$ cat src/bpsc_pkg.sv
`timescale 1ns / 1ps

package bpsc_pkg;

  typedef logic signed [31:0] key_t;
  typedef logic [1:0] status_t;

  localparam status_t STATUS_VALID        = 2'd0;
  localparam status_t STATUS_NOT_PREORDER = 2'd1;
  localparam status_t STATUS_OVERFLOW     = 2'd2;

  localparam key_t INT_MIN = 32'sh8000_0000;
  localparam key_t INT_MAX = 32'sh7FFF_FFFF;

endpackage

$ cat src/bst_preorder_sequence_check_top.sv
`timescale 1ns / 1ps
// Flow: an accepted beat goes to S_SCAN, then via S_WAIT back to S_SCAN per bound pair
// popped (one stack RAM read each), then to S_DONE, which loads the output register;
// a key rejected or ignored after a failure goes straight to S_DONE; a stalled out_ready
// adds its wait. in_ready is low while a key is at work, so no new beat is taken before
// the last result is loaded. Reset: rst_n synchronous active low; clears state, status
// and output valid; sets the stack to the single full-range pair. No RAM clearing pass.
module bst_preorder_sequence_check_top #(
  parameter int STACK_DEPTH = 64
) (
  input  logic        clk,
  input  logic        rst_n,
  input  logic        in_valid,
  output logic        in_ready,
  input  logic [31:0] in_key_value,
  input  logic        in_end_of_sequence,
  output logic        out_valid,
  input  logic        out_ready,
  output logic [1:0]  out_check_status,
  output logic        out_sequence_done
);

  localparam int AW = $clog2(STACK_DEPTH);
  localparam logic [AW-1:0] TOP_MAX = AW'(STACK_DEPTH - 1);

  typedef enum logic [1:0] {
    S_IDLE,
    S_SCAN,
    S_WAIT,
    S_DONE
  } state_t;

  state_t                state_r;
  bpsc_pkg::key_t        key_r;
  logic                  last_r;
  bpsc_pkg::status_t     sticky_r;
  logic [AW-1:0]         top_r;      // index of the top pair
  bpsc_pkg::key_t        top_lo_r;   // top pair lives in registers
  bpsc_pkg::key_t        top_hi_r;
  bpsc_pkg::key_t        bottom_lo_r; // entry 0 lower bound when it is not the top
  logic                  out_valid_r;
  bpsc_pkg::status_t     out_status_r;
  logic                  out_done_r;

  logic                  pop;
  logic                  ram_we;
  logic [63:0]           ram_wdata;
  logic [AW-1:0]         ram_raddr;
  logic [63:0]           ram_rdata;
  bpsc_pkg::key_t        in_key;

  assign in_key = $signed(in_key_value);

  // the shared compare: key above the top upper bound pops (bottom pair never popped)
  assign pop       = (top_r != '0) && (key_r > top_hi_r);
  assign ram_we    = (state_r == S_SCAN) && !pop && (top_r != '0) && (top_r != TOP_MAX);
  assign ram_wdata = {key_r, top_hi_r};
  assign ram_raddr = top_r - AW'(1);

  bpsc_ram #(
    .WIDTH (64),
    .DEPTH (STACK_DEPTH)
  ) u_stack (
    .clk   (clk),
    .we    (ram_we),
    .waddr (top_r),
    .wdata (ram_wdata),
    .raddr (ram_raddr),
    .rdata (ram_rdata)
  );

  always_ff @(posedge clk) begin
    if (!rst_n) begin
      state_r     <= S_IDLE;
      sticky_r    <= bpsc_pkg::STATUS_VALID;
      top_r       <= '0;
      top_lo_r    <= bpsc_pkg::INT_MIN;
      top_hi_r    <= bpsc_pkg::INT_MAX;
      out_valid_r <= 1'b0;
    end else begin
      if ((state_r == S_DONE) && (!out_valid_r || out_ready)) begin
        out_valid_r <= 1'b1;
      end else if (out_ready) begin
        out_valid_r <= 1'b0;
      end
      case (state_r)
        S_IDLE: begin
          if (in_valid) begin
            key_r  <= in_key;
            last_r <= in_end_of_sequence;
            if (sticky_r != bpsc_pkg::STATUS_VALID) begin
              state_r <= S_DONE;
            end else if (in_key < top_lo_r) begin
              sticky_r <= bpsc_pkg::STATUS_NOT_PREORDER;
              state_r  <= S_DONE;
            end else begin
              state_r <= S_SCAN;
            end
          end
        end
        S_SCAN: begin
          if (pop) begin
            top_r   <= top_r - AW'(1);
            state_r <= S_WAIT;
          end else if (top_r == TOP_MAX) begin
            // no pops happened, so the stack is untouched
            sticky_r <= bpsc_pkg::STATUS_OVERFLOW;
            state_r  <= S_DONE;
          end else begin
            if (top_r == '0) begin
              bottom_lo_r <= key_r;
            end
            top_hi_r <= key_r;
            top_r    <= top_r + AW'(1);
            state_r  <= S_DONE;
          end
        end
        S_WAIT: begin
          if (top_r == '0) begin
            top_lo_r <= bottom_lo_r;
            top_hi_r <= bpsc_pkg::INT_MAX;
          end else begin
            top_lo_r <= $signed(ram_rdata[63:32]);
            top_hi_r <= $signed(ram_rdata[31:0]);
          end
          state_r <= S_SCAN;
        end
        S_DONE: begin
          if (!out_valid_r || out_ready) begin
            out_status_r <= sticky_r;
            out_done_r   <= last_r;
            if (last_r) begin
              sticky_r <= bpsc_pkg::STATUS_VALID;
              top_r    <= '0;
              top_lo_r <= bpsc_pkg::INT_MIN;
              top_hi_r <= bpsc_pkg::INT_MAX;
            end
            state_r <= S_IDLE;
          end
        end
        default: begin
          state_r <= S_IDLE;
        end
      endcase
    end
  end

  assign in_ready          = (state_r == S_IDLE);
  assign out_valid         = out_valid_r;
  assign out_check_status  = out_status_r;
  assign out_sequence_done = out_done_r;

endmodule

$ cat src/bpsc_ram.sv
`timescale 1ns / 1ps

module bpsc_ram #(
  parameter int WIDTH = 64,
  parameter int DEPTH = 64
) (
  input  logic                     clk,
  input  logic                     we,
  input  logic [$clog2(DEPTH)-1:0] waddr,
  input  logic [WIDTH-1:0]         wdata,
  input  logic [$clog2(DEPTH)-1:0] raddr,
  output logic [WIDTH-1:0]         rdata
);

  logic [WIDTH-1:0] mem [DEPTH];

  always_ff @(posedge clk) begin
    if (we) begin
      mem[waddr] <= wdata;
    end
    rdata <= mem[raddr];
  end

endmodule

$ cat config.mk
export PLATFORM = sky130hd
export DESIGN_NAME = bst_preorder_sequence_check_top
export DESIGN_NICKNAME = d
export VERILOG_FILES = /design/src/bpsc_pkg.sv /design/src/bst_preorder_sequence_check_top.sv /design/src/bpsc_ram.sv
export SDC_FILE = /design/constraint.sdc
export NUM_CORES = 2
export LEC_CHECK = 0
export BUFFER_PORTS_ARGS = -buffer_cell sky130_fd_sc_hd__buf_2
export CAP_MARGIN = 0
export CELL_PAD_IN_SITES_DETAIL_PLACEMENT = 0
export CELL_PAD_IN_SITES_GLOBAL_PLACEMENT = 2
export CORE_MARGIN = 5
export CORE_UTILIZATION = 35
export CTS_CLUSTER_DIAMETER = 80
export DETAILED_ROUTE_END_ITERATION = 10
export PLACE_DENSITY = 0.53
export SKIP_CTS_REPAIR_TIMING = 1
export SLEW_MARGIN = 20
export SYNTH_ARGS = -nofsm -noshare
export SYNTH_HDL_FRONTEND = slang
export SYNTH_SLANG_ARGS = --single-unit
$ cat constraint.sdc
create_clock -name clk -period 22.6 [get_ports clk]
set_input_delay 1.13 -clock clk [delete_from_list [all_inputs] [get_ports clk]]
set_output_delay 1.13 -clock clk [all_outputs]
set_load 0.005 [all_outputs]
# Yosys cells after proc, flatten, opt, wreduce, memory -nomap -nowiden
# Memory sizes are Yosys's and may differ from the RTL's. A register that Yosys moved wholly into a read port is not among the register bits.
# Cells that the tools add are included.
# Widths: inputs -> output; s select.
# op_classes
add_sub_neg,2
n_lt_le_gt_ge,2
n_eq_ne,14
muxes,33
bitwise_logic,2
n_reduce_logical,25
# op_table
op,count
$mux 32,8
$pmux 32 s3,1
$pmux 32 s2,1
$gt 32x32->1,1
$lt 32x32->1,1
$mux 6,4
$mux 2,11
$pmux 6 s2,1
$ne 2x2->1 const B,5
$reduce_and 5->1,2
$reduce_and 3->1,3
$pmux 2 s4,1
$reduce_and 8->1,1
$reduce_bool 2->1,4
$add 6x1->6 const B,1
$eq 6x6->1 const B,1
$logic_not 6->1,1
$ne 2x1->1 const B,3
$ne 6x6->1 const B,1
$pmux 2 s3,1
$reduce_bool 3->1,2
$reduce_bool 6->1,1
$sub 6x1->6 const B,1
$logic_and 1x1->1,5
10 further kinds,17
# word_totals
ff_bits,143
mem_bits_rw,4096
input_bits,37
output_inout_bits,5
word_cells,90
memories,1
# memory_table
name,depth,word_bits,rd,rd_ports_with_merged_regs,wr,line,source
u_stack.mem,64,64,1,1,1,bpsc_ram.sv:15,logic [WIDTH-1:0] mem [DEPTH];

# Depth between registers and ports, before layout
# depth
depth_word,8
ltp_mapped,16
mapped_depth_nobuf,10

# By module
# Synthesis repeated with hierarchy kept, for this count alone.
# unflattened
cells_unflattened,7388
area_unflattened_um2,163790.8
# modules_own_cells
mod,instances,cells_per_inst,area_per_inst_um2,seq_area_each_um2
bpsc_ram,1,6598,156331.2,124279.2
bst_preorder_sequence_check_top,1,790,7459.7,3543.4

# Worst setup path before layout
# No wires, ideal clock.
# synth_timing
path_kind,register to register
from,register top_hi_r[14]
to,memory u_stack.mem[2][0] (enable)
setup_time_ns,0.565
arrival_time_ns,7.620
t_required_ns,22.035
slack_ns,14.415
stages_incl_launch_ff,12
n_path_buf,1
synth_period_minus_slack_ns,8.185
path_cell_list,dfxtp_1 inv_1 ha_1 nand4_1 nor4b_2 a21bo_2 o211a_1 o2111a_1 a21oi_4 buf_4 nand3_1 nor3_1
# synth_via
elab_chain_len,8
# synth_lines
item,line,source
"start, declared",bst_preorder_sequence_check_top.sv:39,bpsc_pkg::key_t top_hi_r;
"start signal, assigned",bst_preorder_sequence_check_top.sv:78,top_hi_r <= bpsc_pkg::INT_MAX;
"start signal, assigned",bst_preorder_sequence_check_top.sv:113,top_hi_r <= key_r;
"start signal, assigned",bst_preorder_sequence_check_top.sv:121,top_hi_r <= bpsc_pkg::INT_MAX;
$gt 32x32->1,bst_preorder_sequence_check_top.sv:55,assign pop = (top_r != '0) && (key_r > top_hi_r);
$logic_and 1x1->1,bst_preorder_sequence_check_top.sv:55,
$logic_not 1->1,bst_preorder_sequence_check_top.sv:56,assign ram_we = (state_r == S_SCAN) && !pop && (top_r != '0) && (top_r != TOP_MAX);
$logic_and 1x1->1 (3 in series),bst_preorder_sequence_check_top.sv:56,
$mux 1,bpsc_ram.sv:18,if (we) begin
$mux 1 (implied by the code),bpsc_ram.sv:19,mem[waddr] <= wdata;
"end, declared",bpsc_ram.sv:15,
# No other way between the ends.

# Worst setup path after layout
# layout_timing
from,register key_r[13]
to,memory u_stack.mem[4][31] (enable)
# layout_via
elab_chain_len,8
# layout_lines
item,line,source
"start, declared",bst_preorder_sequence_check_top.sv:34,bpsc_pkg::key_t key_r;
"start signal, assigned",bst_preorder_sequence_check_top.sv:89,key_r <= in_key;
$gt 32x32->1,bst_preorder_sequence_check_top.sv:55,
$logic_and 1x1->1,bst_preorder_sequence_check_top.sv:55,
$logic_not 1->1,bst_preorder_sequence_check_top.sv:56,
$logic_and 1x1->1 (3 in series),bst_preorder_sequence_check_top.sv:56,
$mux 1,bpsc_ram.sv:18,
$mux 1 (implied by the code),bpsc_ram.sv:19,
# No other way between the ends.

==> results.cfg <==
[run_status]
status = finished, final reports clean

[drt]
drt_iter0_drc = 7671
routed_wl_um = 500000
remaining_drc_errors = 0
drt-pass1-iter-count = 5
vias = 76272
avgViaCountPerCell = 5.54
antenna_left = 0
wire_per_inst_um = 36.4

[min_path]
hp-start = in_end_of_sequence
hold_path.class = input port to flip-flop
whs_path_depth = 1
min_to = last_r

[floorplan]
rows = 251
die_h_um = 694
ioPinCount = 42
start_util = 0.351
dieArea_mm2 = 0.482
coreArea_mm2 = 0.467
die_w_um = 694

[timing]
fin_setup_tns_ns = 0
rsz0062_at_grt = false
clock_skew_ns = 0.0745
finalSetupViolCount = 0
fmax_ghz = 0.136
hold_ws_ns = 0.315
period_share = 0.325
relSlewSlack = 0.213
finalMaxSlewViolations = 0
tightest_slew_ns = 1.18
postLayoutSetupSlackWorst_ns = 15.25
fin_crit_ns = 7.35
hold_violations = 0

[pwr]
power_mw = 25.4
pwr_density_cell_mw_per_mm2 = 135
power_leakage_nw = 56.5
irDropWorstVdd_mv = 0.330

[setup_path]
reg2reg_setup_slack_ns = 15.25
r2r-start = key_r[13]
rr_endpoint = u_stack.mem[4][31]
cp.required_ns = 23.23
path_max_fanout = 67
path_class = flip-flop to flip-flop
critical_path_arrival_ns = 7.98
crit_path_end_kind = flip-flop
critPathLaunchType = flip-flop
rr_worst_depth = 12

[placement]
pre_cts_slack_ns = 15.25
dpl.hpwl_um = 278000
place_congestion = 0.772
numPlacedInstances = 12887
placed_cell_area_mm2 = 0.173
port_buffers = 41

[synth]
yosysWarnings = 0
netlist.area_leader.share = 0.763
synth_common_cells = edfxtp_1, mux4_2, clkbuf_1
yosys.area.top_type = edfxtp_1
yosys-top-cells-area = edfxtp_1, mux4_2, dfxtp_1
syn_avg_cell_area_um2 = 24.4
synth_area_mm2 = 0.164
syn_nets = 6816
synth_flop_cell = edfxtp_1
synth_cell_types = 59
yosysMostFrequentCell = edfxtp_1
async_flop_share = 0
synth-seq-cells = 4303
yosysSeqAreaShare = 0.780
synthCells = 6714
synth_edf_count = 4164

[layout]
post-route-util = 0.403
register_area_mm2 = 0.128
final_area_mm2 = 0.188
finalNonFillerCells = 13760
syn2layout_area_growth_pct = 14.8
final_nets = 7259
n_fill_cell = 40606
drive_above_1_share = 0.323
multi_input_area_mm2 = 0.0349

[grt]
antenna_found_initial = 32
grt_pass1_wl_um = 684000
grt_max_degree = 116
grt_use_total = 0.205
grt_pass1_vias = 78508
grt-ovfl-total = 0

[clocking]
clkTransAtPathRegs_ns = 0.06
cts_tree = yes
cts_buffers = 464
clkLatencyLatePin_ns = 1.04
htree_levels = 5
cts_max_path_buffers = 4
clockRootBuffer = clkbuf_16
cts_sinks = 4303

[flow_run]
maxCapViolCount = 0
==> where the power goes <==
part,internal (mW),leakage [nW],switching (mW),total (mW)
clock,4.19,7.16,3.20,7.38
sequential,9.39,38.1,0.157,9.55
combinational,3.47,11.2,4.98,8.45
==> registers in the layout (all words and copies together), names as in the netlist <==
| name | cells |
|---|---|
| top_r | 6 |
| u_stack.rdata | 64 |
| state_r | 2 |
| top_lo_r | 32 |
| key_r | 32 |
| out_sequence_done | 1 |
| sticky_r | 2 |
| out_check_status | 2 |
| bottom_lo_r | 32 |
| u_stack.mem | 4096 |
| top_hi_r | 32 |
| last_r | 1 |
| out_valid | 1 |
==> worst max-delay path, stage by stage, from the launching register on <==
cell      delay [ns]
edfxtp_1        0.33
buf_4           0.67
ha_1            0.29
nand4_1         0.21
nor4b_2         0.57
a21bo_2         0.31
o211a_1         0.20
o2111a_1        0.33
a21oi_4         0.57
nand4_1         0.86
nor2_4          0.97
buf_4           0.53
buf_4           0.79
==> worst max path at each step <==
stage | from | to | slack [ns] | cells after the start
2_1_floorplan | top_hi_r[14] | u_stack.mem[2][0] | 14.41 | 11
3_3_place_gp | key_r[13] | u_stack.mem[4][58] | 15.35 | 12
3_5_place_dp | key_r[13] | u_stack.mem[52][4] | 15.25 | 12
4_1_cts | key_r[13] | u_stack.mem[4][63] | 15.28 | 12
5_1_grt | top_hi_r[12] | u_stack.mem[4][59] | 15.09 | 13
6_report | key_r[13] | u_stack.mem[4][31] | 15.25 | 12
==> cells by family (layout without fill, tap and decap cells) <==
group                    Yosys count  count (layout)  synth area share
AO/OA/AOI/OAI                    184             184           0.00677
XOR/XNOR                           6               6          0.000321
adder cells (fa/ha/maj)           65              65           0.00496
buffers and inverters            420            1257            0.0107
flip-flops                      4303            4303             0.780
multiplexers                    1377            1377             0.188
other                              0              11                 0
AND/OR/NAND/NOR                  359             359           0.00986
==> layout make-up <==
| cell class | count | share of cell area |
|---|---|---|
| clock inverters | 255 | 0.0130 |
| flip-flops and latches | 4303 | 0.679 |
| well taps | 6198 | 0.0412 |
| clock buffers | 605 | 0.0654 |
| inverters | 74 | 0.00148 |
| multi-input cells | 1991 | 0.186 |
| diodes | 11 | 0.000146 |
| repair buffers | 323 | 0.0138 |
==> cell usage in the layout, fill, tap and decap left out, types with 17 or more instances in the layout <==
cell type     n
edfxtp_1   4164
mux4_2     1344
clkbuf_16   467
buf_4       262
nand2_1     155
clkbuf_1    127
dfxtp_1     117
clkinv_1    108
a21oi_1      90
clkinv_2     76
inv_1        73
ha_1         64
nor2_4       62
nor2_1       51
buf_2        40
o22ai_1      33
bufinv_16    30
mux2_4       29
dfxtp_2      19
nand4_1      17
buf_12       17
==> layer usage <==
layer	part of all wire	vias up	track usage
met1	0.45	43477	0.300
met2	0.48	2336	0.334
met5	0	-	0
li1	-	29921	-
met3	0.052	538	0.0267
met4	0.018	0	0.0373
Note: power is estimated with default switching activity, not from simulation.
